==> config.mk <==
export PLATFORM = sky130hd
export DESIGN_NAME = keyword_line_counter_unit_flat
export DESIGN_NICKNAME = d
export VERILOG_FILES = /design/src/hdl/kwlc_pkg.sv /design/src/hdl/kwlc_text_if.sv /design/src/hdl/kwlc_result_if.sv /design/src/hdl/keyword_line_counter_unit.sv /design/src/hdl/kwlc_line.sv /design/src/flat_wrapper.sv
export SDC_FILE = /design/constraint.sdc
export NUM_CORES = 1
export LEC_CHECK = 0
export BUFFER_PORTS_ARGS = -buffer_cell sky130_fd_sc_hd__clkbuf_2
export CORE_MARGIN = 1.5
export CORE_UTILIZATION = 55
export DETAILED_ROUTE_END_ITERATION = 8
export PLACE_DENSITY_LB_ADDON = 0.2
export SLEW_MARGIN = 20
export SYNTH_ARGS = -nofsm -noshare
export SYNTH_HDL_FRONTEND = slang
export SYNTH_SLANG_ARGS = --single-unit
==> constraint.sdc <==
create_clock -name clk -period 9.5 [get_ports clk]
set_clock_uncertainty 0.15 [all_clocks]
set_input_delay 0.95 -clock clk [delete_from_list [all_inputs] [get_ports clk]]
set_output_delay 0.95 -clock clk [all_outputs]
set_load 0.01 [all_outputs]
==> src/hdl/kwlc_pkg.sv <==
// ---------------------------------------------------------------------------
// Keyword line counter package
// Shared types, constants and the pattern matcher used by the line tracker.
// ---------------------------------------------------------------------------
package kwlc_pkg;

	localparam int BYTE_W       = 8;
	localparam int HIST_DEPTH   = 7;
	localparam int NUM_PATTERNS = 18;
	localparam int PAT_W        = BYTE_W * (HIST_DEPTH + 1);
	localparam int COUNT_OUT_W  = 24;

	localparam logic [BYTE_W-1:0] NEWLINE_BYTE = 8'd10;

	// Patterns are right-aligned: the last character sits in the low byte.
	localparam logic [PAT_W-1:0] PAT_TEXT [NUM_PATTERNS] = '{
		PAT_W'("/"), PAT_W'("*"), PAT_W'(";"), PAT_W'("if"), PAT_W'("else"),
		PAT_W'("try"), PAT_W'("catch"), PAT_W'("switch"), PAT_W'("for"),
		PAT_W'("while"), PAT_W'("do"), PAT_W'("return"), PAT_W'("break"),
		PAT_W'("continue"), PAT_W'("exit"), PAT_W'("throw"), PAT_W'("public"),
		PAT_W'("private")
	};

	localparam logic [3:0] PAT_LEN [NUM_PATTERNS] = '{
		4'd1, 4'd1, 4'd1, 4'd2, 4'd4, 4'd3, 4'd5, 4'd6, 4'd3,
		4'd5, 4'd2, 4'd6, 4'd5, 4'd8, 4'd4, 4'd5, 4'd6, 4'd7
	};

	// Previous bytes of the line, element 0 is the most recent one.
	typedef logic [HIST_DEPTH-1:0][BYTE_W-1:0] hist_t;

	typedef struct packed {
		logic                   emit;
		logic                   line_matched;
		logic [COUNT_OUT_W-1:0] running_count;
		logic                   final_total;
	} res_t;

	// True if any pattern ends at the current byte.
	function automatic logic match_here(input logic [BYTE_W-1:0] cur, input hist_t hist);
		logic [HIST_DEPTH:0][BYTE_W-1:0] win;
		logic hit;
		logic ok;
		win = {hist, cur};
		hit = 1'b0;
		for (int p = 0; p < NUM_PATTERNS; p++) begin
			ok = 1'b1;
			for (int k = 0; k <= HIST_DEPTH; k++) begin
				if (k < int'(PAT_LEN[p]) && win[k] != PAT_TEXT[p][BYTE_W*k +: BYTE_W]) begin
					ok = 1'b0;
				end
			end
			hit = hit | ok;
		end
		return hit;
	endfunction

endpackage

==> src/hdl/kwlc_text_if.sv <==
// ---------------------------------------------------------------------------
// Text channel
// Carries one character of source text per item, with an end-of-text mark.
// ---------------------------------------------------------------------------
interface kwlc_text_if;
	logic                         valid;
	logic                         ready;
	logic [kwlc_pkg::BYTE_W-1:0] text_byte;
	logic                         end_of_text;

	modport source (output valid, output text_byte, output end_of_text, input ready);
	modport sink (input valid, input text_byte, input end_of_text, output ready);
endinterface

==> src/hdl/kwlc_result_if.sv <==
// ---------------------------------------------------------------------------
// Result channel
// Carries the match flag and running count at the end of each counted line.
// ---------------------------------------------------------------------------
interface kwlc_result_if;
	logic                              valid;
	logic                              ready;
	logic                              line_matched;
	logic [kwlc_pkg::COUNT_OUT_W-1:0] running_count;
	logic                              final_total;

	modport source (output valid, output line_matched, output running_count,
		output final_total, input ready);
	modport sink (input valid, input line_matched, input running_count,
		input final_total, output ready);
endinterface

==> src/hdl/keyword_line_counter_unit.sv <==
// ---------------------------------------------------------------------------
// Keyword line counter
// Counts lines of source text that contain a keyword or a marker character.
// ---------------------------------------------------------------------------
// The text channel takes one character per item; end_of_text marks the last
// one. Each non-empty line yields one item on the result channel when its
// newline arrives, carrying whether the line held a pattern and the count
// of such lines so far. The last character of a text always yields a
// result with final_total set, after which the count restarts at zero.
// Empty lines yield nothing unless they end the text.
// An accepted character is held in an input register; its result is formed
// combinationally from that register and lands in the result register when
// the character advances, from where the receiver can take it. One
// character is taken every cycle unless a result waits on a stalled receiver;
// the pattern compare over the seven-byte line history is combinational.
// When the receiver stalls, the result register holds its item; characters
// that yield no result still flow, and the input side stops only once a
// second result would be needed. Reset clears the count, the history and
// the valid flags of both registers.
// ---------------------------------------------------------------------------
module keyword_line_counter_unit #(
	parameter int COUNT_BITS = 24
) (
	input  logic                  clk,
	input  logic                  arst_n,
	kwlc_text_if.sink             text,
	kwlc_result_if.source         result
);

	logic                          valid_s1;
	logic [kwlc_pkg::BYTE_W-1:0]  byte_s1;
	logic                          last_s1;

	logic                              res_valid_q;
	logic                              res_matched_q;
	logic [kwlc_pkg::COUNT_OUT_W-1:0] res_count_q;
	logic                              res_final_q;

	kwlc_pkg::res_t res;
	logic           advance;

	assign advance    = valid_s1 & (~res.emit | ~res_valid_q | result.ready);
	assign text.ready = ~valid_s1 | advance;

	kwlc_line #(
		.COUNT_BITS(COUNT_BITS)
	) u_line (
		.clk         (clk),
		.arst_n      (arst_n),
		.step        (advance),
		.text_byte   (byte_s1),
		.end_of_text (last_s1),
		.res         (res)
	);

	always_ff @(posedge clk or negedge arst_n) begin
		if (!arst_n) begin
			valid_s1 <= 1'b0;
		end else if (text.ready) begin
			valid_s1 <= text.valid;
		end
	end

	always_ff @(posedge clk) begin
		if (text.ready && text.valid) begin
			byte_s1 <= text.text_byte;
			last_s1 <= text.end_of_text;
		end
	end

	always_ff @(posedge clk or negedge arst_n) begin
		if (!arst_n) begin
			res_valid_q <= 1'b0;
		end else if (advance && res.emit) begin
			res_valid_q <= 1'b1;
		end else if (result.ready) begin
			res_valid_q <= 1'b0;
		end
	end

	always_ff @(posedge clk) begin
		if (advance && res.emit) begin
			res_matched_q <= res.line_matched;
			res_count_q   <= res.running_count;
			res_final_q   <= res.final_total;
		end
	end

	assign result.valid         = res_valid_q;
	assign result.line_matched  = res_matched_q;
	assign result.running_count = res_count_q;
	assign result.final_total   = res_final_q;

endmodule

==> src/hdl/kwlc_line.sv <==
// ---------------------------------------------------------------------------
// Keyword line counter line tracker
// Holds the per-line history and the line count, and forms the result of
// the item presented to it in the same cycle.
// ---------------------------------------------------------------------------
module kwlc_line #(
	parameter int COUNT_BITS = 24
) (
	input  logic                          clk,
	input  logic                          arst_n,
	input  logic                          step,
	input  logic [kwlc_pkg::BYTE_W-1:0]  text_byte,
	input  logic                          end_of_text,
	output kwlc_pkg::res_t                res
);

	localparam logic [COUNT_BITS-1:0] COUNT_MAX = '1;

	kwlc_pkg::hist_t         hist_q;
	logic                    has_text_q;
	logic                    hit_q;
	logic [COUNT_BITS-1:0]   count_q;

	logic                    is_nl;
	logic                    hit_now;
	logic                    hit_nx;
	logic                    close;
	logic                    closed_hit;
	logic [COUNT_BITS-1:0]   count_nx;

	assign is_nl      = (text_byte == kwlc_pkg::NEWLINE_BYTE);
	assign hit_now    = kwlc_pkg::match_here(text_byte, hist_q);
	assign hit_nx     = hit_q | (~is_nl & hit_now);
	// A newline closes only a non-empty line; any other last byte closes its line.
	assign close      = is_nl ? has_text_q : end_of_text;
	assign closed_hit = close & hit_nx;
	assign count_nx   = (closed_hit && count_q != COUNT_MAX) ? count_q + 1'b1 : count_q;

	assign res.emit         = close | end_of_text;
	assign res.line_matched = closed_hit;
	assign res.final_total  = end_of_text;

	generate
		if (COUNT_BITS >= kwlc_pkg::COUNT_OUT_W) begin : g_trunc
			assign res.running_count = count_nx[kwlc_pkg::COUNT_OUT_W-1:0];
		end else begin : g_ext
			assign res.running_count = {{(kwlc_pkg::COUNT_OUT_W-COUNT_BITS){1'b0}}, count_nx};
		end
	endgenerate

	always_ff @(posedge clk or negedge arst_n) begin
		if (!arst_n) begin
			hist_q     <= '0;
			has_text_q <= 1'b0;
			hit_q      <= 1'b0;
			count_q    <= '0;
		end else if (step) begin
			if (end_of_text) begin
				hist_q     <= '0;
				has_text_q <= 1'b0;
				hit_q      <= 1'b0;
				count_q    <= '0;
			end else if (is_nl) begin
				hist_q     <= '0;
				has_text_q <= 1'b0;
				hit_q      <= 1'b0;
				count_q    <= count_nx;
			end else begin
				hist_q     <= {hist_q[kwlc_pkg::HIST_DEPTH-2:0], text_byte};
				has_text_q <= 1'b1;
				hit_q      <= hit_nx;
			end
		end
	end

endmodule

==> src/flat_wrapper.sv <==
// flat-port wrapper written by rule: the top's interface ports become plain ports
module keyword_line_counter_unit_flat 
#(
	parameter int COUNT_BITS = 24
)
  (clk, arst_n, text_valid, text_text_byte, text_end_of_text, text_ready, result_valid, result_line_matched, result_running_count, result_final_total, result_ready);
  kwlc_text_if text_i ();
  kwlc_result_if result_i ();
  input  logic clk;
  input  logic arst_n;
  input wire logic [$bits(text_i.valid)-1:0] text_valid;
  input wire logic [$bits(text_i.text_byte)-1:0] text_text_byte;
  input wire logic [$bits(text_i.end_of_text)-1:0] text_end_of_text;
  output wire logic [$bits(text_i.ready)-1:0] text_ready;
  output wire logic [$bits(result_i.valid)-1:0] result_valid;
  output wire logic [$bits(result_i.line_matched)-1:0] result_line_matched;
  output wire logic [$bits(result_i.running_count)-1:0] result_running_count;
  output wire logic [$bits(result_i.final_total)-1:0] result_final_total;
  input wire logic [$bits(result_i.ready)-1:0] result_ready;
  assign text_i.valid = text_valid;
  assign text_i.text_byte = text_text_byte;
  assign text_i.end_of_text = text_end_of_text;
  assign text_ready = text_i.ready;
  assign result_valid = result_i.valid;
  assign result_line_matched = result_i.line_matched;
  assign result_running_count = result_i.running_count;
  assign result_final_total = result_i.final_total;
  assign result_i.ready = result_ready;
  keyword_line_counter_unit #(.COUNT_BITS(COUNT_BITS)) u_core (.clk(clk), .arst_n(arst_n), .text(text_i), .result(result_i));
endmodule
# Yosys cells after proc, flatten, opt, wreduce, memory -nomap -nowiden
# Index checks and enable logic that the tools add are counted.
# op_classes
muxes	80
bitwise_logic	29
n_reduce_logical	6
add_sub_neg	1
n_eq_ne	58
# op_table
op	count
$ne 8x7->1 const B	53
$mux 56	2
$mux 1	75
$mux 24	3
$add 24x1->24 const B	1
$ne 24x24->1 const B	1
$ne 8x6->1 const B	3
$or 1x1->1	22
$eq 8x4->1 const B	1
$not 1->1	4
$reduce_bool 2->1	2
$and 1x1->1	3
$logic_and 1x1->1	3
$reduce_and 2->1	1
# totals
output_inout_bits	28
regBits	119

# Longest topological paths before layout
# depth
ltp_word	26
depth_mapped	11

# By module
# Synthesis repeated with hierarchy kept, for this count alone.
# hier_totals
hier_cells	551
area_unflattened_um2	6089.6
# by_module_without_submodules
module	cells_each	area_per_inst_um2	n_inst
kwlc_line	506	4932.2	1
keyword_line_counter_unit	45	1157.4	1

# Worst setup path before layout
# OpenSTA, ideal clock, no wires.
# synth_path
kind	reg-to-reg
startpoint	reg u_core.byte_s1[1] (netlist name)
endpoint	reg u_core.res_final_q (netlist: u_core.result.final_total) (enable)
stages_incl_launch_ff	8
path_buffers	3
t_arrival_ns	2.815
path_slack_ns	6.126
path_cell_list	edfxtp_1 -> clkbuf_1 -> nor2b_1 -> a41oi_1 -> o21ai_1 -> clkbuf_1 -> buf_1 -> nor2_1
# synth_via
elab_chain_cells	8
# synth_rtl
element	line_no	source
from (decl)	keyword_line_counter_unit.sv:31	logic [kwlc_pkg::BYTE_W-1:0] byte_s1;
from (signal assigned)	keyword_line_counter_unit.sv:66	byte_s1 <= text.text_byte;
$eq 8x4->1 *	kwlc_line.sv:31	assign is_nl = (text_byte == kwlc_pkg::NEWLINE_BYTE);
$mux 1 *	kwlc_line.sv:35	assign close = is_nl ? has_text_q : end_of_text;
$or 1x1->1 *	kwlc_line.sv:39	assign res.emit = close | end_of_text;
$not 1->1	keyword_line_counter_unit.sv:42	assign advance = valid_s1 & (~res.emit | ~res_valid_q | result.ready);
$or 1x1->1 (2 in a row)	keyword_line_counter_unit.sv:42	
$and 1x1->1	keyword_line_counter_unit.sv:42	
$logic_and 1x1->1 *	keyword_line_counter_unit.sv:82	if (advance && res.emit) begin
to (signal assigned)	keyword_line_counter_unit.sv:85	res_final_q <= res.final_total;
to (decl)	keyword_line_counter_unit.sv:37	logic res_final_q;
# Mark *: on every way between the ends. The rest lies on a longest branch, timed or not.
# A chain may end at the register's enable or synchronous reset.

# Worst setup path after layout
# layout_path
startpoint	reg u_core.byte_s1[4] (netlist name)
endpoint	reg u_core.u_line.count_q[12]
# layout_via
elab_chain_cells	26
# layout_rtl
element	line_no	source
$ne 8x6->1 / $ne 8x7->1 (equally long branches)	kwlc_pkg.sv:49	if (k < int'(PAT_LEN[p]) && win[k] != PAT_TEXT[p][BYTE_W*k +: BYTE_W]) begin
$mux 1	kwlc_pkg.sv:49	
$or 1x1->1 / $mux 1 (equally long branches) (3 in a row)	kwlc_pkg.sv:53, kwlc_pkg.sv:49	
$or 1x1->1 (14 in a row)	kwlc_pkg.sv:53	hit = hit | ok;
$and 1x1->1	kwlc_line.sv:33	assign hit_nx = hit_q | (~is_nl & hit_now);
$or 1x1->1	kwlc_line.sv:33	
$and 1x1->1	kwlc_line.sv:36	assign closed_hit = close & hit_nx;
$logic_and 1x1->1	kwlc_line.sv:37	assign count_nx = (closed_hit && count_q != COUNT_MAX) ? count_q + 1'b1 : count_q;
$mux 24	kwlc_line.sv:37	
$mux 24	kwlc_line.sv:63	end else if (is_nl) begin
$mux 24	kwlc_line.sv:58	if (end_of_text) begin
to (signal assigned)	kwlc_line.sv:67	count_q <= count_nx;
to (decl)	kwlc_line.sv:22	logic [COUNT_BITS-1:0] count_q;
# Several ways; a longest one is shown, not always the timed one. The select of a mux whose other input is x is not followed.

==> flow_summary.html <==
<table>
<tr><th>Metric</th><th>Value</th></tr>
<tr><th colspan="2">Final layout</th></tr>
<tr><td>Layout Utilization</td><td>0.650</td></tr>
<tr><td>Final Net Count</td><td>716</td></tr>
<tr><td>Commonest non-fill, non-tap cells in the layout</td><td>143 x sky130_fd_sc_hd__nand2_1, 84 x sky130_fd_sc_hd__dfrtp_1, 64 x sky130_fd_sc_hd__o21ai_0</td></tr>
<tr><td>Area Growth Syn to Fin</td><td>13.4%</td></tr>
<tr><td>Total non-filler cell area in the finished layout</td><td>7170 um^2</td></tr>
<tr><td>Antenna cells</td><td>0</td></tr>
<tr><td>Fill cells</td><td>920</td></tr>
<tr><td>Most common cell after layout, fill and taps aside</td><td>sky130_fd_sc_hd__nand2_1</td></tr>
<tr><td>Fraction of final layout cells with drive strength greater than 1</td><td>0.126</td></tr>
<tr><th colspan="2">Timing</th></tr>
<tr><td>Number of max-slew violations in the final report</td><td>0</td></tr>
<tr><td>Worst Slack Setup Final</td><td>5.26 ns</td></tr>
<tr><td>Shortest period the worst path allows</td><td>4.24 ns</td></tr>
<tr><td>Post-route worst hold slack</td><td>0.288 ns</td></tr>
<tr><td>Slew of the pin with the lowest slew margin</td><td>1.07 ns</td></tr>
<tr><td>Final-report setup violation count</td><td>0</td></tr>
<tr><td>Post-route clock period utilization</td><td>0.446</td></tr>
<tr><td>Top achievable clock speed</td><td>236 MHz</td></tr>
<tr><td>RSZ-0062 raised after global routing</td><td>false</td></tr>
<tr><td>Final setup TNS</td><td>0 ns</td></tr>
<tr><td>Headroom to the max-slew limit</td><td>0.269</td></tr>
<tr><td>Final hold violations</td><td>0</td></tr>
<tr><th colspan="2">GRT</th></tr>
<tr><td>Global routing usage summed across all routing layers</td><td>0.268</td></tr>
<tr><td>Pin count of the biggest net entering global routing</td><td>119</td></tr>
<tr><td>Initial antenna violation count</td><td>0</td></tr>
<tr><td>First-pass GRT wire length</td><td>24600 um</td></tr>
<tr><td>Vias in the first global route</td><td>4776</td></tr>
<tr><td>Grt ovf</td><td>0</td></tr>
<tr><th colspan="2">Pwr</th></tr>
<tr><td>Maximum VDD drop</td><td>172 uV</td></tr>
<tr><td>Power per cell area</td><td>196 nW/um^2</td></tr>
<tr><td>Static Leakage</td><td>2.75 nW</td></tr>
<tr><th colspan="2">Logic synthesis</th></tr>
<tr><td>Largest area contributor in the netlist</td><td>sky130_fd_sc_hd__dfrtp_1</td></tr>
<tr><td>Top flip-flop cell by instance count after synthesis</td><td>sky130_fd_sc_hd__dfrtp_1</td></tr>
<tr><td>Number of synthesis warnings</td><td>0</td></tr>
<tr><td>Area fraction of the dominant cell type after synthesis</td><td>0.332</td></tr>
<tr><td>Register bit total from synthesis</td><td>119</td></tr>
<tr><td>Syn Nets</td><td>694</td></tr>
<tr><td>Post-synthesis instance area</td><td>6320 um^2</td></tr>
<tr><td>Register area share after synthesis</td><td>0.499</td></tr>
<tr><td>Post-Syn Area per Cell</td><td>9.30 um^2</td></tr>
<tr><td>Cell count after synthesis</td><td>680</td></tr>
<tr><td>Largest cells by area after synthesis</td><td>sky130_fd_sc_hd__dfrtp_1 33%, sky130_fd_sc_hd__edfxtp_1 17%, sky130_fd_sc_hd__nand2_1 8.5%</td></tr>
<tr><td>Number of distinct library cells after synthesis</td><td>60</td></tr>
<tr><td>Number of flops mapped to enable cells by yosys</td><td>35</td></tr>
<tr><td>Async set-reset flop share out of synthesis</td><td>0.706</td></tr>
<tr><th colspan="2">Routing</th></tr>
<tr><td>Count of nets left with antenna violations after detail routing</td><td>0</td></tr>
<tr><td>Drc violations</td><td>0</td></tr>
<tr><td>Routed wirelength normalized by instance count</td><td>17.2 um</td></tr>
<tr><td>Routed via count</td><td>5184</td></tr>
<tr><td>Sum of routed wire length over all layers</td><td>14700 um</td></tr>
<tr><td>Total iterations of the first detailed-routing run</td><td>5</td></tr>
<tr><td>Detailed Route Iter0 Violations</td><td>500</td></tr>
<tr><td>Mean number of vias per cell</td><td>6.06</td></tr>
<tr><th colspan="2">Place</th></tr>
<tr><td>Post-place instance area</td><td>6600 um^2</td></tr>
<tr><td>Worst-case setup slack after placement</td><td>5.26 ns</td></tr>
<tr><td>RD Place Congestion</td><td>0.965</td></tr>
<tr><td>Post-DP HPWL</td><td>9630 um</td></tr>
<tr><td>IO buf count</td><td>40</td></tr>
<tr><th colspan="2">Floorplan</th></tr>
<tr><td>Top Ports</td><td>41</td></tr>
<tr><td>Placeable Area</td><td>11000 um^2</td></tr>
<tr><td>Area enclosed by the die boundary</td><td>12200 um^2</td></tr>
<tr><td>Initial cell density of the core</td><td>0.573</td></tr>
<tr><td>Std-Cell Rows</td><td>38</td></tr>
<tr><td>Die Height</td><td>110 um</td></tr>
<tr><td>Floorplan die width</td><td>110 um</td></tr>
<tr><th colspan="2">CTS</th></tr>
<tr><td>Root Buffer</td><td>sky130_fd_sc_hd__clkbuf_16</td></tr>
<tr><td>TritonCTS clock tree</td><td>yes</td></tr>
<tr><td>Total CTS buffers</td><td>17</td></tr>
<tr><td>CTS resizes</td><td>0</td></tr>
<tr><td>Htree depth</td><td>4</td></tr>
<tr><td>Clock transition at the register clock pins on the worst setup and hold paths after CTS</td><td>0.05 ns</td></tr>
<tr><td>Worst-case clock buffer depth</td><td>2</td></tr>
<tr><td>Source-to-sink clock delay at the later pin of the worst-skew pair</td><td>0.42 ns</td></tr>
<tr><td>Number of buffers inserted for hold repair after clock tree synthesis</td><td>0</td></tr>
<tr><td>Clock sink count</td><td>119</td></tr>
<tr><td>Setup bufs post-CTS</td><td>0</td></tr>
<tr><th colspan="2">Critical path</th></tr>
<tr><td>Crit-path max FO</td><td>118</td></tr>
<tr><td>Largest delay contributor family on the critical path</td><td>simple AND/OR/NAND/NOR gates</td></tr>
<tr><td>Slowest cell on crit path</td><td>sky130_fd_sc_hd__or2_2</td></tr>
<tr><td>Endpoint class of the critical path</td><td>register</td></tr>
<tr><td>Setup crit start kind</td><td>register</td></tr>
<tr><td>Arrival @ worst endpoint</td><td>4.37 ns</td></tr>
<tr><td>Register-to-Register Setup Slack</td><td>5.26 ns</td></tr>
<tr><td>Total buffers and inverters traversed by the critical path</td><td>1</td></tr>
<tr><td>Crit path kind</td><td>reg2reg</td></tr>
<tr><td>Data required time of the worst path</td><td>9.64 ns</td></tr>
<tr><td>Cells along the critical path</td><td>nor4_1, a41oi_1, o21ai_4, buf_4, or2_2, nor3_1, nand3_1, or3b_2</td></tr>
<tr><td>Slowest Stage Delay on Critical Path</td><td>0.76 ns</td></tr>
<tr><th colspan="2">Flow run</th></tr>
<tr><td>Max-cap violations</td><td>0</td></tr>
<tr><th colspan="2">Min path</th></tr>
<tr><td>Hold Crit Class</td><td>in2async</td></tr>
<tr><th colspan="2">Outcome</th></tr>
<tr><td>Run status</td><td>finished clean</td></tr>
</table>
-- flip-flops by register name, indices dropped and copies added, names as in the netlist --
signal	flops
u_core.byte_s1	8
u_core.result.line_matched	1
u_core.valid_s1	1
u_core.u_line.has_text_q	1
u_core.u_line.hit_q	1
u_core.result.valid	1
u_core.result.final_total	1
u_core.result.running_count	24
u_core.last_s1	1
u_core.u_line.hist_q	56
u_core.u_line.count_q	24
-- layer usage --
layer / routed length, um / vias to the layer above / GRT usage / share of wire
met5: 0 / - / 0 / 0
met4: 192 / 0 / 0.0778 / 0.013
met3: 803 / 23 / 0.0788 / 0.055
met2: 6710 / 160 / 0.394 / 0.46
met1: 7020 / 2487 / 0.385 / 0.48
li1: - / 2514 / - / -
-- worst register-to-register path: cells and delay by family (launching register included) --
| kind | cells | cell delay, ns |
|---|---|---|
| buffers and inverters | 1 | 0.73 |
| AO/OA/AOI/OAI | 2 | 0.60 |
| AND/OR/NAND/NOR | 5 | 2.15 |
| flip-flops | 1 | 0.48 |
-- cell families after synthesis --
logic type               share of synthesized area
AO/OA/AOI/OAI                                0.115
XOR/XNOR                                    0.0318
adder cells (fa/ha/maj)                    0.00198
buffers and inverters                       0.0384
flip-flops                                   0.499
multiplexers                               0.00673
AND/OR/NAND/NOR                              0.307
-- where the power goes --
group          total, mW  internal, mW  switching [mW]
clock network      0.613         0.391           0.222
logic              0.160        0.0638          0.0958
registers          0.631         0.576          0.0544
-- path summary, 6_finish.rpt --
path / start / end / cells past startpoint
setup / recovery: u_core.byte_s1[4] / u_core.u_line.count_q[12] / 8
hold / removal: arst_n / u_core.u_line.hist_q[37] / 1
setup reg to reg: u_core.byte_s1[4] / u_core.u_line.count_q[12] / 8
hold reg to reg: u_core.u_line.hist_q[55] / u_core.u_line.hist_q[55] / 2
max in group asynchronous: arst_n / u_core.u_line.count_q[5] / 2
min in group clk: u_core.u_line.hist_q[55] / u_core.u_line.hist_q[55] / 2
-- metrics by stage --
stage / power, mW / instances
floorplan: 0.741 / 680
global placement: 0.788 / 823
detailed placement: 0.797 / 823
CTS: 1.41 / 855
global route: 1.46 / 855
finish: 1.40 / 855
-- cells in the mapped netlist (3+ instances only) --
| cell type | instances |
|---|---|
| sky130_fd_sc_hd__nand3_1 | 26 |
| sky130_fd_sc_hd__clkbuf_1 | 36 |
| sky130_fd_sc_hd__xnor2_1 | 16 |
| sky130_fd_sc_hd__inv_1 | 17 |
| sky130_fd_sc_hd__and3b_1 | 3 |
| sky130_fd_sc_hd__nor4_1 | 15 |
| sky130_fd_sc_hd__dfrtp_1 | 84 |
| sky130_fd_sc_hd__nand4b_1 | 8 |
| sky130_fd_sc_hd__nor2b_1 | 12 |
| sky130_fd_sc_hd__a21oi_1 | 4 |
| sky130_fd_sc_hd__nand3b_1 | 6 |
| sky130_fd_sc_hd__o311ai_0 | 6 |
| sky130_fd_sc_hd__nand2b_1 | 15 |
| sky130_fd_sc_hd__xor2_1 | 7 |
| sky130_fd_sc_hd__o21ai_0 | 64 |
| sky130_fd_sc_hd__buf_1 | 3 |
| sky130_fd_sc_hd__or2_2 | 3 |
| sky130_fd_sc_hd__and2_1 | 3 |
| sky130_fd_sc_hd__and4b_1 | 6 |
| sky130_fd_sc_hd__a311o_1 | 8 |
| sky130_fd_sc_hd__nand2_1 | 143 |
| sky130_fd_sc_hd__nand4_1 | 16 |
| sky130_fd_sc_hd__or4_1 | 13 |
| sky130_fd_sc_hd__nor4b_1 | 3 |
| sky130_fd_sc_hd__nor4bb_1 | 10 |
| sky130_fd_sc_hd__nor3_1 | 16 |
| sky130_fd_sc_hd__nor2_1 | 25 |
| sky130_fd_sc_hd__edfxtp_1 | 35 |
| sky130_fd_sc_hd__o211ai_1 | 13 |
| sky130_fd_sc_hd__and3_1 | 6 |
| sky130_fd_sc_hd__or3_1 | 14 |
| sky130_fd_sc_hd__nor3b_1 | 3 |
-- cell type report --
| type | count | area [um^2] | share of cell area |
|---|---|---|---|
| clock buffers | 24 | 502 | 0.0700 |
| repair buffers | 46 | 248 | 0.0346 |
| multi-input cells | 501 | 2960 | 0.413 |
| inverters | 17 | 63.8 | 0.00890 |
| flip-flops and latches | 119 | 3150 | 0.440 |
| clock inverters | 8 | 70.1 | 0.00977 |
| well taps | 140 | 175 | 0.0244 |
Power figures use the tool's default switching activity.
